[config.mk]
export PLATFORM = sky130hd
export DESIGN_NAME = ehash_front
export DESIGN_NICKNAME = d
export VERILOG_FILES = /design/src/rtl/ehash_pkg.sv /design/src/rtl/ehash_front.sv
export SDC_FILE = /design/constraint.sdc
export NUM_CORES = 1
export LEC_CHECK = 0
export ABC_AREA = 1
export BUFFER_PORTS_ARGS = -buffer_cell sky130_fd_sc_hd__buf_2
export CAP_MARGIN = 20
export CELL_PAD_IN_SITES_DETAIL_PLACEMENT = 0
export CELL_PAD_IN_SITES_GLOBAL_PLACEMENT = 1
export CORE_AREA = 5 5 120 122
export DETAILED_ROUTE_END_ITERATION = 10
export DIE_AREA = 0 0 125 127
export GPL_TIMING_DRIVEN = 0
export HOLD_SLACK_MARGIN = 0.05
export PLACE_DENSITY = 0.8
export SETUP_SLACK_MARGIN = 0.15
export SLEW_MARGIN = 20
export SYNTH_ARGS = -nofsm -noshare
export SYNTH_HDL_FRONTEND = slang
export SYNTH_SLANG_ARGS = --single-unit
export TNS_END_PERCENT = 10
[constraint.sdc]
create_clock -name clk -period 3.29 [get_ports clk]
set_input_delay 0.987 -clock clk [delete_from_list [all_inputs] [get_ports clk]]
set_output_delay 0.987 -clock clk [all_outputs]
set_load 0.03 [all_outputs]
[src/rtl/ehash_pkg.sv]
// Shared types, defaults and state codes for the extendible hash table.
`timescale 1ns / 1ps
package ehash_pkg;

  localparam int unsigned BUCKET_SLOTS_DEF     = 8;
  localparam int unsigned MAX_GLOBAL_DEPTH_DEF = 10;

  typedef enum logic {
    OP_INSERT = 1'b0,
    OP_LOOKUP = 1'b1
  } op_t;

  typedef struct packed {
    op_t         op;
    logic [31:0] key;
    logic [31:0] value;
  } item_t;

  typedef struct packed {
    logic        found;
    logic [31:0] value_out;
    logic        status;
  } res_t;

  typedef enum logic [3:0] {
    S_IDLE,
    S_DIR,
    S_META,
    S_DECIDE,
    S_SCAN,
    S_DBL,
    S_SPLIT,
    S_REPT,
    S_MOVE,
    S_META_B,
    S_META_NB,
    S_DONE
  } st_t;

endpackage

[src/rtl/ehash_front.sv]
// Front end: two-entry input queue that accepts and holds items for the engine.
`timescale 1ns / 1ps
module ehash_front (
  input  logic           clk,
  input  logic           rst_n,
  input  logic           push,
  output logic           full,
  input  ehash_pkg::item_t item,
  output logic           q_valid,
  output ehash_pkg::item_t q_item,
  input  logic           q_pop
);
  import ehash_pkg::*;

  item_t      mem_r [2];
  logic       wp_r, wp_nxt;
  logic       rp_r, rp_nxt;
  logic [1:0] cnt_r, cnt_nxt;
  logic       do_push, do_pop;

  assign full    = (cnt_r == 2'd2);
  assign q_valid = (cnt_r != 2'd0);
  assign q_item  = mem_r[rp_r];
  assign do_push = push && !full;
  assign do_pop  = q_pop && q_valid;

  always_comb begin
    wp_nxt  = wp_r ^ do_push;
    rp_nxt  = rp_r ^ do_pop;
    cnt_nxt = cnt_r + {1'b0, do_push} - {1'b0, do_pop};
  end

  always_ff @(posedge clk) begin
    if (!rst_n) begin
      wp_r  <= 1'b0;
      rp_r  <= 1'b0;
      cnt_r <= 2'd0;
    end else begin
      wp_r  <= wp_nxt;
      rp_r  <= rp_nxt;
      cnt_r <= cnt_nxt;
    end
  end

  always_ff @(posedge clk) begin
    if (do_push) begin
      mem_r[wp_r] <= item;
    end
  end

endmodule

==> results.md <==
- Status: complete, no violations
- Syn_nets: 312
- H-tree Lvls: 4
- Initial antenna violation count: 0
- Fin crit period: 2.62 ns
- Seq/Total Area, Yosys: 0.777
- Post CTS Setup Buffer Count: 0
- WP data arrival: 1.63 ns
- Worst VDD drop: 493 uV
- Worst endpoint required time: 2.30 ns
- Final setup viols: 0
- Final #Nets: 468
- Minimum hold slack: 0.523 ns
- Top Ports: 136
- Hold path depth: 2
- Placed inst area: 6120 sq um
- Layout area overhead: 28.7%
- Max-slew headroom: 0.698
- Die area: 15900 sq um
- Max Slew Vio Count: 0
- Worst slew pin tran: 0.452 ns
- Layout cells sized above 1: 0.584
- FP Rows: 42
- Post-Syn Instances: 239
- Post-detailed-route count of antenna-violating nets: 0
- Via count of the first global-routing pass: 2826
- RSZ-0062 raised after global routing: no
- Yosys cell types: 13
- Detail Placement HPWL: 6.37 mm
- Path depth of the worst reg2reg path: 5
- Clk buf depth: 2
- Grt total ovfl: 0
- Warnings, synthesis: 0
- DP Cell Count: 552
- DRT iter0 DRCs: 149
- CTS tree: built
- Mapped Avg Cell Area: 21.6 sq um
- Critical path capture point type: output port
- Core area: 13100 sq um
- Tot GR Track Use: 0.117
- Setup CP Type: flip-flop to output port
- DR pass1 iterations: 4
- Die Width: 125 um
- Max Clk Rate: 0.382 GHz
- Sink Count: 135
- Most frequent cells in the layout: buf_2 (136), edfxtp_1 (130), mux2_4 (50)
- First-pass GRT wire length: 14.2 mm
- Max cap viols: 0
- Largest net degree at the start of global routing: 38
- Num CTS Buffers: 17
- Synth Register Bits: 135
- Root Buffer: clkbuf_16
- Synthesized cell area: 5160 sq um
- Design Area, Final: 6640 sq um
- Leak: 2.62 nW
- Number of vias per cell: 4.44
- Die H: 127 um
- Final period util: 0.796
- Startpoint types: flip-flop
- Skew-Pair Late Insertion Delay: 0.41 ns
- Initial Utilization: 0.394
- Clk slew on worst S/H paths: 0.05 ns
- CTS-repair resized insts: 0
- DR vias: 2584
- Antenna Cells: 0
- Buffers on Ports: 135
- WL/cell: 15.5 um
- CP max FO: 10
- Hold_buf cts: 0
- GP Congestion: 0.696
- Post-route insts no fill: 582
- Hold Vio Cnt, Final: 0
- DRC: 0
- Pwr per Cell Area: 868 nW/um^2
- Total Wirelength: 9.04 mm
- Worst-case clock skew: 0.00677 ns
- Most common library cell in the layout ignoring fill and taps: buf_2
- Hold crit path type: flip-flop to flip-flop
-- registers in the layout (all words and copies together), names as in the netlist, named ones only --
name	cells
cnt_r	2
mem_r	130
rp_r	1
wp_r	1
-- worst paths after layout --
path | startpoint | endpoint | slack [ns]
max | flip-flop | q_item[32] | 0.67
min | rp_r | rp_r | 0.52
max reg2reg | cnt_r[1] | mem_r[1][14] | 1.48
min reg2reg | rp_r | rp_r | 0.52
-- layer usage --
layer	vias up	global-route usage	part of all wire
met5	-	0	0
met4	0	0.0478	0.013
met3	13	0.0588	0.068
met2	95	0.196	0.51
met1	1238	0.127	0.41
li1	1238	-	-
-- critical path, cell delays in order (launching register included) --
cell	delay [ns]
dfxtp_1	0.34
buf_6	0.19
buf_6	0.20
mux2_4	0.32
buf_2	0.18
-- cells in the mapped netlist --
cell type | number | area share
edfxtp_1 | 130 | 0.76
mux2_4 | 50 | 0.15
mux2_2 | 15 | 0.033
inv_1 | 10 | 0.0073
nor2_1 | 8 | 0.0058
buf_6 | 6 | 0.013
nand2_1 | 6 | 0.0044
dfxtp_1 | 5 | 0.019
ha_1 | 4 | 0.0097
nand3_1 | 2 | 0.0019
a21oi_1 | 1 | 0.00097
buf_2 | 1 | 0.00097
o21ai_0 | 1 | 0.00097
-- layout make-up --
class / instances / area (sq um)
tap: 176 / 220
fill: 1097 / 6450
timing repair buffer: 137 / 716
sequential: 135 / 4000
inverter: 10 / 37.5
clock buffer: 18 / 429
multi-input combinational: 87 / 1070
clock inverter: 12 / 88.8
buffer: 7 / 72.6
-- stage by stage --
| step | TNS (ns) | utilization | total power [mW] | setup slack [ns] |
|---|---|---|---|---|
| after floorplan | 0 | - | 3.69 | 0.119 |
| after global placement | -104.49 | 0.463 | 4.14 | -0.810 |
| after detailed placement | 0 | 0.467 | 4.19 | 0.823 |
| after CTS | 0 | 0.507 | 5.86 | 0.611 |
| after global routing | 0 | 0.507 | 6.04 | 0.564 |
| final | 0 | 0.507 | 5.76 | 0.671 |
-- report_power, final --
part           internal (mW)  leakage [nW]  switching (mW)
clock network           1.01         0.250           0.635
registers               2.23          1.26          0.0752
logic                  0.704          1.12            1.10
total                   3.95          2.62            1.81
-- cell families (layout without fill, tap and decap cells) --
logic type               count (synthesis)  count (layout)  share of synthesized area
buffers and inverters                   17             184                     0.0214
flip-flops                             135             135                      0.777
multiplexers                            65              65                      0.178
AND/OR/NAND/NOR                         16              16                     0.0121
adder cells (fa/ha/maj)                  4               4                    0.00971
AO/OA/AOI/OAI                            2               2                    0.00194
(Power assumes the default switching activity.)
