`src/rtl/ehash_pkg.sv`:
```
// Shared types, defaults and state codes for the extendible hash table.
`timescale 1ns / 1ps
package ehash_pkg;

  localparam int unsigned BUCKET_SLOTS_DEF     = 8;
  localparam int unsigned MAX_GLOBAL_DEPTH_DEF = 10;

  typedef enum logic {
    OP_INSERT = 1'b0,
    OP_LOOKUP = 1'b1
  } op_t;

  typedef struct packed {
    op_t         op;
    logic [31:0] key;
    logic [31:0] value;
  } item_t;

  typedef struct packed {
    logic        found;
    logic [31:0] value_out;
    logic        status;
  } res_t;

  typedef enum logic [3:0] {
    S_IDLE,
    S_DIR,
    S_META,
    S_DECIDE,
    S_SCAN,
    S_DBL,
    S_SPLIT,
    S_REPT,
    S_MOVE,
    S_META_B,
    S_META_NB,
    S_DONE
  } st_t;

endpackage

```
`src/rtl/ehash_outq.sv`:
```
// Result register that presents one finished result as a queue head.
`timescale 1ns / 1ps
module ehash_outq (
  input  logic            clk,
  input  logic            rst_n,
  input  logic            res_valid,
  input  ehash_pkg::res_t res,
  output logic            res_ready,
  output logic            empty,
  input  logic            pop,
  output ehash_pkg::res_t head
);
  import ehash_pkg::*;

  logic full_r, full_nxt;
  res_t data_r;

  assign empty     = !full_r;
  assign head      = data_r;
  assign res_ready = !full_r || pop;

  always_comb begin
    full_nxt = full_r;
    if (pop && full_r) begin
      full_nxt = 1'b0;
    end
    if (res_valid && res_ready) begin
      full_nxt = 1'b1;
    end
  end

  always_ff @(posedge clk) begin
    if (!rst_n) begin
      full_r <= 1'b0;
    end else begin
      full_r <= full_nxt;
    end
  end

  always_ff @(posedge clk) begin
    if (res_valid && res_ready) begin
      data_r <= res;
    end
  end

endmodule

```
`config.mk`:
```
export PLATFORM = sky130hd
export DESIGN_NAME = ehash_outq
export DESIGN_NICKNAME = d
export VERILOG_FILES = /design/src/rtl/ehash_pkg.sv /design/src/rtl/ehash_outq.sv
export SDC_FILE = /design/constraint.sdc
export NUM_CORES = 1
export LEC_CHECK = 0
export BUFFER_PORTS_ARGS = -buffer_cell sky130_fd_sc_hd__buf_2
export CAP_MARGIN = 20
export CORE_UTILIZATION = 30
export CTS_BUF_LIST = sky130_fd_sc_hd__clkbuf_8
export DETAILED_ROUTE_END_ITERATION = 7
export GPL_TIMING_DRIVEN = 0
export SKIP_LAST_GASP = 1
export SYNTH_ARGS = -nofsm -noshare
export SYNTH_HDL_FRONTEND = slang
export SYNTH_SLANG_ARGS = --single-unit
export TNS_END_PERCENT = 20
```
`constraint.sdc`:
```
create_clock -name clk -period 0.97 [get_ports clk]
set_input_delay 0 -clock clk [delete_from_list [all_inputs] [get_ports clk]]
set_output_delay 0 -clock clk [all_outputs]
set_load 0.02 [all_outputs]
```
==> metrics.txt, run 1 <==
status=finished with violations; failing checks=setup timing; Synth Warn #=0; TritonCTS clock tree=done; P_sw=726 uW; r2r startpoint=full_r; largest net degree at the start of global routing=12; share of layout cells above drive strength 1=0.544; FF+latch area=1040 sq um; total die area=3850 sq um; DRC violation total after the first TritonRoute iteration=41; DRC Markers=0; Final Hold Vio Count=0; final instance count without filler cells=206; gpl congestion=0.627; CTS H-tree depth=2; Logic pwr share=0.136; Switching Share=0.222; initial antenna violation count=0; Final Worst Setup Slack=-11.4 ps; TritonRoute pass-1 iters=4; fmax=1020 MHz; setup TNS=-92.1 ps; Worst Path Required=950 ps; Min-Delay Startpoint=pop; crit end category=flip-flop; Filler Cell Count=266; post-synthesis sequential element count=35; Final Critical Period=981 ps; Pint=2.55 mW; Clock Sinks=35; mean area per synthesized cell=27.1 sq um; vias in the first global route=831; WP buf/inv=0; latest clock arrival within the worst-skew pair=290 ps; Rel. slew slack=0.899; area of the multi-input gates=60.1 sq um; max incr delay on CP=340 ps; antenna-violating nets left=0; antenna cells=0; most frequent cells in the layout=73 x buf_2, 36 x dlygate4sd3_1, 34 x edfxtp_1; Synthesized Nets=78; routed vias=834; highest-delay cell along the critical path=dfxtp_2; Clock Pin Slew Worst Setup and Hold Paths=60 ps; I/O pin count=74; Area contributors post-synth=edfxtp_1 94%, dfxtp_1 1.8%, nand2b_4 1.3%, a21boi_2 1.0%, and2_4 0.81%; CP arrival=970 ps; CTS Buf Count=5; GRT Total Usage=0.143; fin crit share=1.01; FP Rows=21; DR WL/cell=12.2 microns; synthesized area=1080 sq um; die span in x=62.1 microns; final core occ=0.585; # setup viols final=9; Critical Path Fanout Max=9; PwrDens=1650 nW/um^2; Root Driver=clkbuf_8; Yosys top cell by area=edfxtp_1; Initial Util=0.319; crit-path cells=nand2b_4 -> and2_4; clock share of power=0.319; Synth Instances=40; Nets=197; Detailed Route WL=2.51 mm; first-pass GRT wire length=3.58 mm; crit path kind=flip-flop to flip-flop; sequential area share after synthesis=0.962; max cap viols=0; clock buffer depth=2; CP delay by family, top=flip-flops; share of the synthesized area in the top cell type=0.943; Worst Hold Class=input port to flip-flop; Distinct cells, synth=6; Die Height=62.1 microns; CP startpoint=full_r; Max VDD drop=1.11 mV; Max Slew Vio Count=0; CP startpoint kind=flip-flop; RSZ-0062 raised after global routing=true; leading cell type in the layout, fill and taps excluded=buf_2; core area=3390 sq um; I/O Buffers=73; total global routing overflow=0; Seq pwr share=0.545; clk_skew=3.29 ps; DP Cell Count=159; DR vias/cell=4.05; Pleak=0.863 nW; worst slew pin tran=152 ps; Layout area overhead=83.4%
[metal layers]
| layer | track usage | vias up | wire (microns) |
|---|---|---|---|
| met5 | 0 | - | 0 |
| met4 | 0.0762 | 0 | 64 |
| met3 | 0.0704 | 6 | 255 |
| met2 | 0.246 | 53 | 1340 |
| met1 | 0.141 | 380 | 853 |
| li1 | - | 395 | - |
[synthesized netlist by cell type]
library cell,instances
inv_1,2
a21boi_2,1
edfxtp_1,34
dfxtp_1,1
and2_4,1
nand2b_4,1
[timing repair]
action / 4_1_cts / 5_1_grt
cloned: 3 / 0
hold buffers: 36 / 0
hold endpoints to repair: 35 / 0
pin swaps: 2 / 0
setup buffers: 0 / 0
resized for setup: 1 / 2
endpoints found under the setup margin: 34 / 34
[power by group through the flow]
stage / clock, mW / combinational (mW) / sequential (mW)
final: 1.04 / 0.445 / 1.78
after global routing: 1.14 / 0.479 / 1.79
after CTS: 1.08 / 0.442 / 1.79
after detailed placement: 0 / 0.317 / 1.82
after global placement: 0 / 0.310 / 1.81
after floorplan: 0 / 0.0447 / 1.93
[path summary, 6_finish.rpt]
path              endpoint  slack, ps  depth (start not counted)
hold reg to reg     full_r        530                          2
hold / removal      full_r         30                          3
setup / recovery  head[10]        -10                          2
setup reg to reg  head[10]        -10                          2
[cell families (layout without fill, tap and decap cells)]
family | after synthesis | in the layout | share of synthesized area
DFF | 35 | 35 | 0.962
and+or+nand+nor | 2 | 5 | 0.0208
AOI/OAI and AO/OA | 1 | 1 | 0.0104
buffers and inverters | 2 | 119 | 0.00694
[tightest hold or removal path: stages]
cell and delay [ps]:
buf_2 70, nand2b_4 150, a21boi_2 60
[sequential cells by signal, indices dropped and copies added, names as in the netlist]
signal and count:
full_r 1, head 34
[layout make-up]
class | count | area share
clock buffer | 6 | 0.0416
clock inverter | 2 | 0.00441
inverter | 2 | 0.00378
multi-input combinational | 6 | 0.0303
sequential | 35 | 0.525
tap | 46 | 0.0290
timing repair buffer | 109 | 0.366
[through the flow]
step	total power, mW	instance area, sq um	hold slack [ps]	setup WS (ps)
2_1_floorplan	1.98	1080	98.9	-156
3_3_place_gp	2.12	1510	176	-189
3_5_place_dp	2.14	1510	178	-222
4_1_cts	3.31	1980	16.8	-51.4
5_1_grt	3.41	1980	38.8	-32.0
6_report	3.27	1980	30.3	-11.4
No activity file was read; power rests on OpenSTA's default activity.
==> inputs of run 2 (changes only) <==
--- a/config.mk
+++ b/config.mk
@@ -7,10 +7,12 @@
 export LEC_CHECK = 0
 export BUFFER_PORTS_ARGS = -buffer_cell sky130_fd_sc_hd__buf_2
 export CAP_MARGIN = 20
-export CORE_UTILIZATION = 30
+export CORE_UTILIZATION = 38
 export CTS_BUF_LIST = sky130_fd_sc_hd__clkbuf_8
 export DETAILED_ROUTE_END_ITERATION = 7
 export GPL_TIMING_DRIVEN = 0
+export PLACE_DENSITY = 0.77
+export RECOVER_POWER = 100
 export SKIP_LAST_GASP = 1
 export SYNTH_ARGS = -nofsm -noshare
 export SYNTH_HDL_FRONTEND = slang
==> run 2 against run 1 <==
The flow still finishes with violations (setup timing); final area down 2.8%; total power down 0.18%; critical path depth unchanged; critical path type unchanged; largest power group unchanged.
==> metrics.txt, run 2 (same netlist as run 1, synthesis figures left out) <==
status=finished with violations (unchanged); failing checks=setup timing (unchanged); DR WL/cell=15.7 microns (was 12.2 microns); TritonRoute pass-1 iters=4 (unchanged); fin crit share=1.00 (was 1.01); Detailed Route WL=2.99 mm (was 2.51 mm); CP startpoint kind=flip-flop (unchanged); R2R setup slack=-4 ps (was -10 ps); PwrDens=1690 nW/um^2 (was 1650 nW/um^2); R2R depth=2 (unchanged); DR vias/cell=4.57 (was 4.05); CTS Buf Count=5 (unchanged); Final Critical Period=974 ps (was 981 ps); core area=2590 sq um (was 3390 sq um); clk_skew=5.87 ps (was 3.29 ps); routed vias=868 (was 834); Layout area overhead=78.3% (was 83.4%); fmax=1030 MHz (was 1020 MHz); leading cell type in the layout, fill and taps excluded=buf_2 (unchanged); worst slew pin tran=274 ps (was 152 ps); post-route cell area=1930 sq um (was 1980 sq um); I/O Buffers=73 (unchanged); clock buffer depth=2 (unchanged); crit end category=flip-flop (unchanged); share of layout cells above drive strength 1=0.369 (was 0.544); FP Rows=18 (was 21); Final Worst Setup Slack=-4.12 ps (was -11.4 ps); Pleak=0.788 nW (was 0.863 nW); final core occ=0.745 (was 0.585); crit path kind=flip-flop to flip-flop (unchanged); Worst Hold Class=input port to flip-flop (unchanged); Clock Sinks=35 (unchanged); CTS H-tree depth=2 (unchanged); most frequent cells in the layout=37 x buf_2, 36 x dlygate4sd3_1, 34 x edfxtp_1 (was 73 x buf_2, 36 x dlygate4sd3_1, 34 x edfxtp_1); Min-Delay Startpoint=pop (unchanged); vias in the first global route=1,029 (was 831); antenna cells=0 (unchanged); Post-Place Cell Area=1490 sq um (was 1510 sq um); Root Driver=clkbuf_8 (unchanged); RSZ-0062 raised after global routing=true (unchanged); highest-delay cell along the critical path=dfxtp_2 (unchanged); Rel. slew slack=0.818 (was 0.899); GRT Total Usage=0.211 (was 0.143); Max VDD drop=1.34 mV (was 1.11 mV); RR Endpoint=head[20] (was head[10]); latest clock arrival within the worst-skew pair=280 ps (was 290 ps); antenna-violating nets left=0 (unchanged); total die area=3070 sq um (was 3850 sq um); die span in x=55.4 microns (was 62.1 microns); crit-path cells=nand2b_4 -> and2_4 (unchanged); Critical Path Fanout Max=9 (unchanged); hold_ws=59.3 ps (was 30.3 ps); max incr delay on CP=340 ps (about the same); first-pass GRT wire length=4.69 mm (was 3.58 mm); DRC Markers=0 (unchanged); CP arrival=950 ps (was 970 ps); r2r startpoint=full_r (unchanged); Final Hold Vio Count=0 (unchanged); DRC violation total after the first TritonRoute iteration=19 (was 41); max cap viols=0 (unchanged); Clock Pin Slew Worst Setup and Hold Paths=60 ps (about the same); TritonCTS clock tree=done (unchanged); max reg flops=34 (unchanged); gpl congestion=0.679 (was 0.627); Nets=197 (unchanged); initial antenna violation count=0 (unchanged); total global routing overflow=0 (unchanged); largest net degree at the start of global routing=18 (was 12); # setup viols final=9 (unchanged); CP startpoint=full_r (unchanged); Initial Util=0.418 (was 0.319); hold depth=3 (unchanged); Filler Cell Count=167 (was 266); crit path to=head[20] (was head[10]); Max Slew Vio Count=0 (unchanged); I/O pin count=74 (unchanged); Die Height=55.4 microns (was 62.1 microns); Worst Path Required=950 ps (about the same)
[run 2: cell count changes in the layout (fill, tap and decap cells not counted), sizes merged]
cell	delta
buf	-36
clkbuf	+36
[run 2: area by class of cell]
cell class | count | area (sq um) | area share
timing repair buffer | 109 | 691 | 0.358
sequential | 35 | 1040 | 0.540
clock inverter | 2 | 8.76 | 0.00454
tap | 30 | 37.5 | 0.0195
inverter | 2 | 7.51 | 0.00389
multi-input combinational | 6 | 60.1 | 0.0311
clock buffer | 6 | 82.6 | 0.0428
[run 2: metrics by stage]
step,worst slack (ps),std cells,power [mW],setup TNS (ps)
after floorplan,-156,40,1.98,-5290
after global placement,-173,143,2.12,-5850
after detailed placement,-205,143,2.13,-6950
after CTS,-62.2,189,3.28,-1350
after global routing,-25.7,190,3.37,-516
final,-4.12,190,3.27,-28.9
[run 2: what timing repair did]
action / 4_1_cts / 5_1_grt
hold endpoints to repair: 35 / 0
setup endpoints to repair: 34 / 34
gates cloned: 2 / 1
gates resized for setup: 1 / 2
buffers inserted: 0 / 0
hold buffers: 36 / 0
[run 2: power breakdown]
part / leakage (nW) / switching, mW / internal [mW]
Clock: 0.0524 / 0.477 / 0.562
Combinational: 0.398 / 0.232 / 0.204
Sequential: 0.338 / 0.0282 / 1.76
[run 2: layer usage]
layer,track usage,wire [microns],vias up
met3,0.0890,269,8
met1,0.198,1050,401
met4,0.0929,60,0
met5,0,0,-
li1,-,-,397
met2,0.391,1610,62
[run 2: how the worst min path moves through the flow]
stage                    end  slack, ps
floorplan            head[0]        100
global placement     head[3]        180
detailed placement  head[27]        180
CTS                   full_r         20
global route          full_r         70
finish                full_r         60
[run 2: worst max-delay path, delay by kind of cell (launching register included)]
kind          cells  cell delay (ps)
flops             1              340
simple gates      2              340
==> inputs of run 3 (changes only) <==
--- a/config.mk
+++ b/config.mk
@@ -7,6 +7,7 @@
 export LEC_CHECK = 0
 export BUFFER_PORTS_ARGS = -buffer_cell sky130_fd_sc_hd__buf_2
 export CAP_MARGIN = 20
+export CORE_ASPECT_RATIO = 0.5
 export CORE_UTILIZATION = 38
 export CTS_BUF_LIST = sky130_fd_sc_hd__clkbuf_8
 export DETAILED_ROUTE_END_ITERATION = 7
==> run 3 against run 2 <==
The run now ends clean; via count shrank 0.46%; final cell count up 4.2%; routed wire length grew 7.2%; flip-flop and latch count unchanged; clock-buffer cell count shrank 1; fmax is 0.48% higher; sequential share of layout area down 0.90 points; die area up 0.43%; combinational power grew 6.0%; register-to-register slack about the same; critical path type unchanged; largest power group unchanged.
==> metrics.txt, run 3 (same netlist as run 1, synthesis figures left out) <==
core area=2650 sq um (was 2590 sq um); Clock Sinks=35 (unchanged); latest clock arrival within the worst-skew pair=280 ps (about the same); gpl congestion=0.705 (was 0.679); Max Slew Vio Count=0 (unchanged); Seq pwr share=0.560 (was 0.549); PwrDens=1630 nW/um^2 (was 1690 nW/um^2); share of layout cells above drive strength 1=0.516 (was 0.369); Critical Path Fanout Max=8 (was 9); Worst Path Required=950 ps (about the same); setup TNS=0 ps (was -28.9 ps); Pint=2.47 mW (was 2.53 mW); FP Rows=13 (was 18); fmax=1030 MHz (about the same); TritonCTS clock tree=done (unchanged); Min-Delay Startpoint=res_valid (was pop); DR WL/cell=16.2 microns (was 15.7 microns); clock buffer depth=2 (unchanged); Switching Share=0.228 (was 0.226); antenna cells=0 (unchanged); Detailed Route WL=3.20 mm (was 2.99 mm); pre-CTS setup slack=-219 ps (was -205 ps); Layout area overhead=81.3% (was 78.3%); Filler Cell Count=144 (was 167); hold_ws=12.7 ps (was 59.3 ps); largest net degree at the start of global routing=18 (unchanged); Max VDD drop=0.962 mV (was 1.34 mV); antenna-violating nets left=0 (unchanged); Final Worst Setup Slack=0.558 ps (was -4.12 ps); # setup viols final=0 (was 9); r2r startpoint=full_r (unchanged); most frequent cells in the layout=69 x buf_2, 35 x dlygate4sd3_1, 34 x edfxtp_1 (was 37 x buf_2, 36 x dlygate4sd3_1, 34 x edfxtp_1); Root Driver=clkbuf_8 (unchanged); I/O Buffers=73 (unchanged); CP arrival=950 ps (about the same); clock share of power=0.295 (was 0.318); CP startpoint kind=flip-flop (unchanged); CTS Buf Count=5 (unchanged); max incr delay on CP=340 ps (about the same); total global routing overflow=0 (unchanged); Rel. slew slack=0.908 (was 0.818); fin crit share=0.999 (was 1.00); highest-delay cell along the critical path=dfxtp_2 (unchanged); clk_skew=3.40 ps (was 5.87 ps); leading cell type in the layout, fill and taps excluded=buf_2 (unchanged); CP startpoint=full_r (unchanged); DRC Markers=0 (unchanged); first-pass GRT wire length=4.22 mm (was 4.69 mm); P_sw=730 uW (was 737 uW); TritonRoute pass-1 iters=4 (unchanged); total die area=3080 sq um (was 3070 sq um); max cap viols=0 (unchanged); Logic pwr share=0.145 (was 0.134); Nets=198 (was 197); vias in the first global route=805 (was 1,029); Pleak=0.857 nW (was 0.788 nW); worst slew pin tran=138 ps (was 274 ps); DR vias/cell=4.36 (was 4.57); initial antenna violation count=0 (unchanged); Clock Pin Slew Worst Setup and Hold Paths=60 ps (about the same); post-DP HPWL=1.63 mm; I/O pin count=74 (unchanged); Die Height=39.7 microns (was 55.4 microns); RSZ-0062 raised after global routing=true (unchanged); status=completed (was finished with violations); CTS H-tree depth=2 (unchanged); die span in x=77.5 microns (was 55.4 microns); Worst Hold Class=input port to flip-flop (unchanged); Final Hold Vio Count=0 (unchanged); Final Critical Period=969 ps (was 974 ps); final core occ=0.740 (was 0.745); DRC violation total after the first TritonRoute iteration=47 (was 19); crit-path cells=nand2b_4 -> and2_4 (unchanged); GRT Total Usage=0.208 (was 0.211); crit path kind=flip-flop to flip-flop (unchanged); routed vias=864 (was 868); Initial Util=0.408 (was 0.418); max reg flops=34 (unchanged); crit end category=flip-flop (unchanged)
## run 3: cell types whose count changed in the layout (fill, tap and decap cells not counted), sizes merged
cell and change:
buf +34, clkbuf -33, inv +2, clkinv -1, dlygate4sd3 -1
## run 3: stage by stage
| stage | power (mW) | instance area, sq um | instances |
|---|---|---|---|
| 2_1_floorplan | 1.98 | 1080 | 40 |
| 3_3_place_gp | 2.12 | 1500 | 150 |
| 3_5_place_dp | 2.14 | 1500 | 150 |
| 4_1_cts | 3.17 | 1940 | 195 |
| 5_1_grt | 3.30 | 1960 | 198 |
| 6_report | 3.19 | 1960 | 198 |
## run 3: per-layer routing
layer | wire length, microns | global-route usage | up-vias | part of all wire
met2 | 1720 | 0.374 | 25 | 0.54
li1 | - | - | 396 | -
met5 | 0 | 0 | - | 0
met1 | 1310 | 0.246 | 437 | 0.41
met3 | 106 | 0.0442 | 6 | 0.033
met4 | 65 | 0.108 | 0 | 0.020
## run 3: power groups by stage
| stage | combinational (mW) | sequential (mW) | clock, mW |
|---|---|---|---|
| 6_report | 0.462 | 1.79 | 0.942 |
| 3_5_place_dp | 0.318 | 1.82 | 0 |
| 3_3_place_gp | 0.309 | 1.81 | 0 |
| 2_1_floorplan | 0.0447 | 1.93 | 0 |
| 4_1_cts | 0.439 | 1.79 | 0.947 |
| 5_1_grt | 0.487 | 1.80 | 1.02 |
## run 3: path summary, 6_finish.rpt
| check | slack [ps] | cells after the start | to |
|---|---|---|---|
| setup / recovery | 0.6 | 2 | head[10] |
| setup reg to reg | 0.6 | 2 | head[10] |
| hold / removal | 10 | 3 | full_r |
| hold reg to reg | 630 | 3 | full_r |
## run 3: layout make-up
cell class	count	area, sq um	share of cell area
flip-flops and latches	35	1040	0.531
repair buffers	110	726	0.370
clock buffers	5	68.8	0.0351
multi-input cells	6	60.1	0.0306
well taps	37	46.3	0.0236
clock inverters	3	11.3	0.00574
inverters	2	7.51	0.00383
## run 3: timing repair
action,4_1_cts,5_1_grt
resized for setup,1,2
hold buffers,35,0
buffers inserted,0,2
setup endpoints to repair,34,34
pin swaps,1,0
cloned,2,1
endpoints found under the hold margin,35,0
## run 3: worst max-delay path: cells and delay by family (launching register included)
kind             cells  cell delay (ps)
and+or+nand+nor      2              330
DFF                  1              340
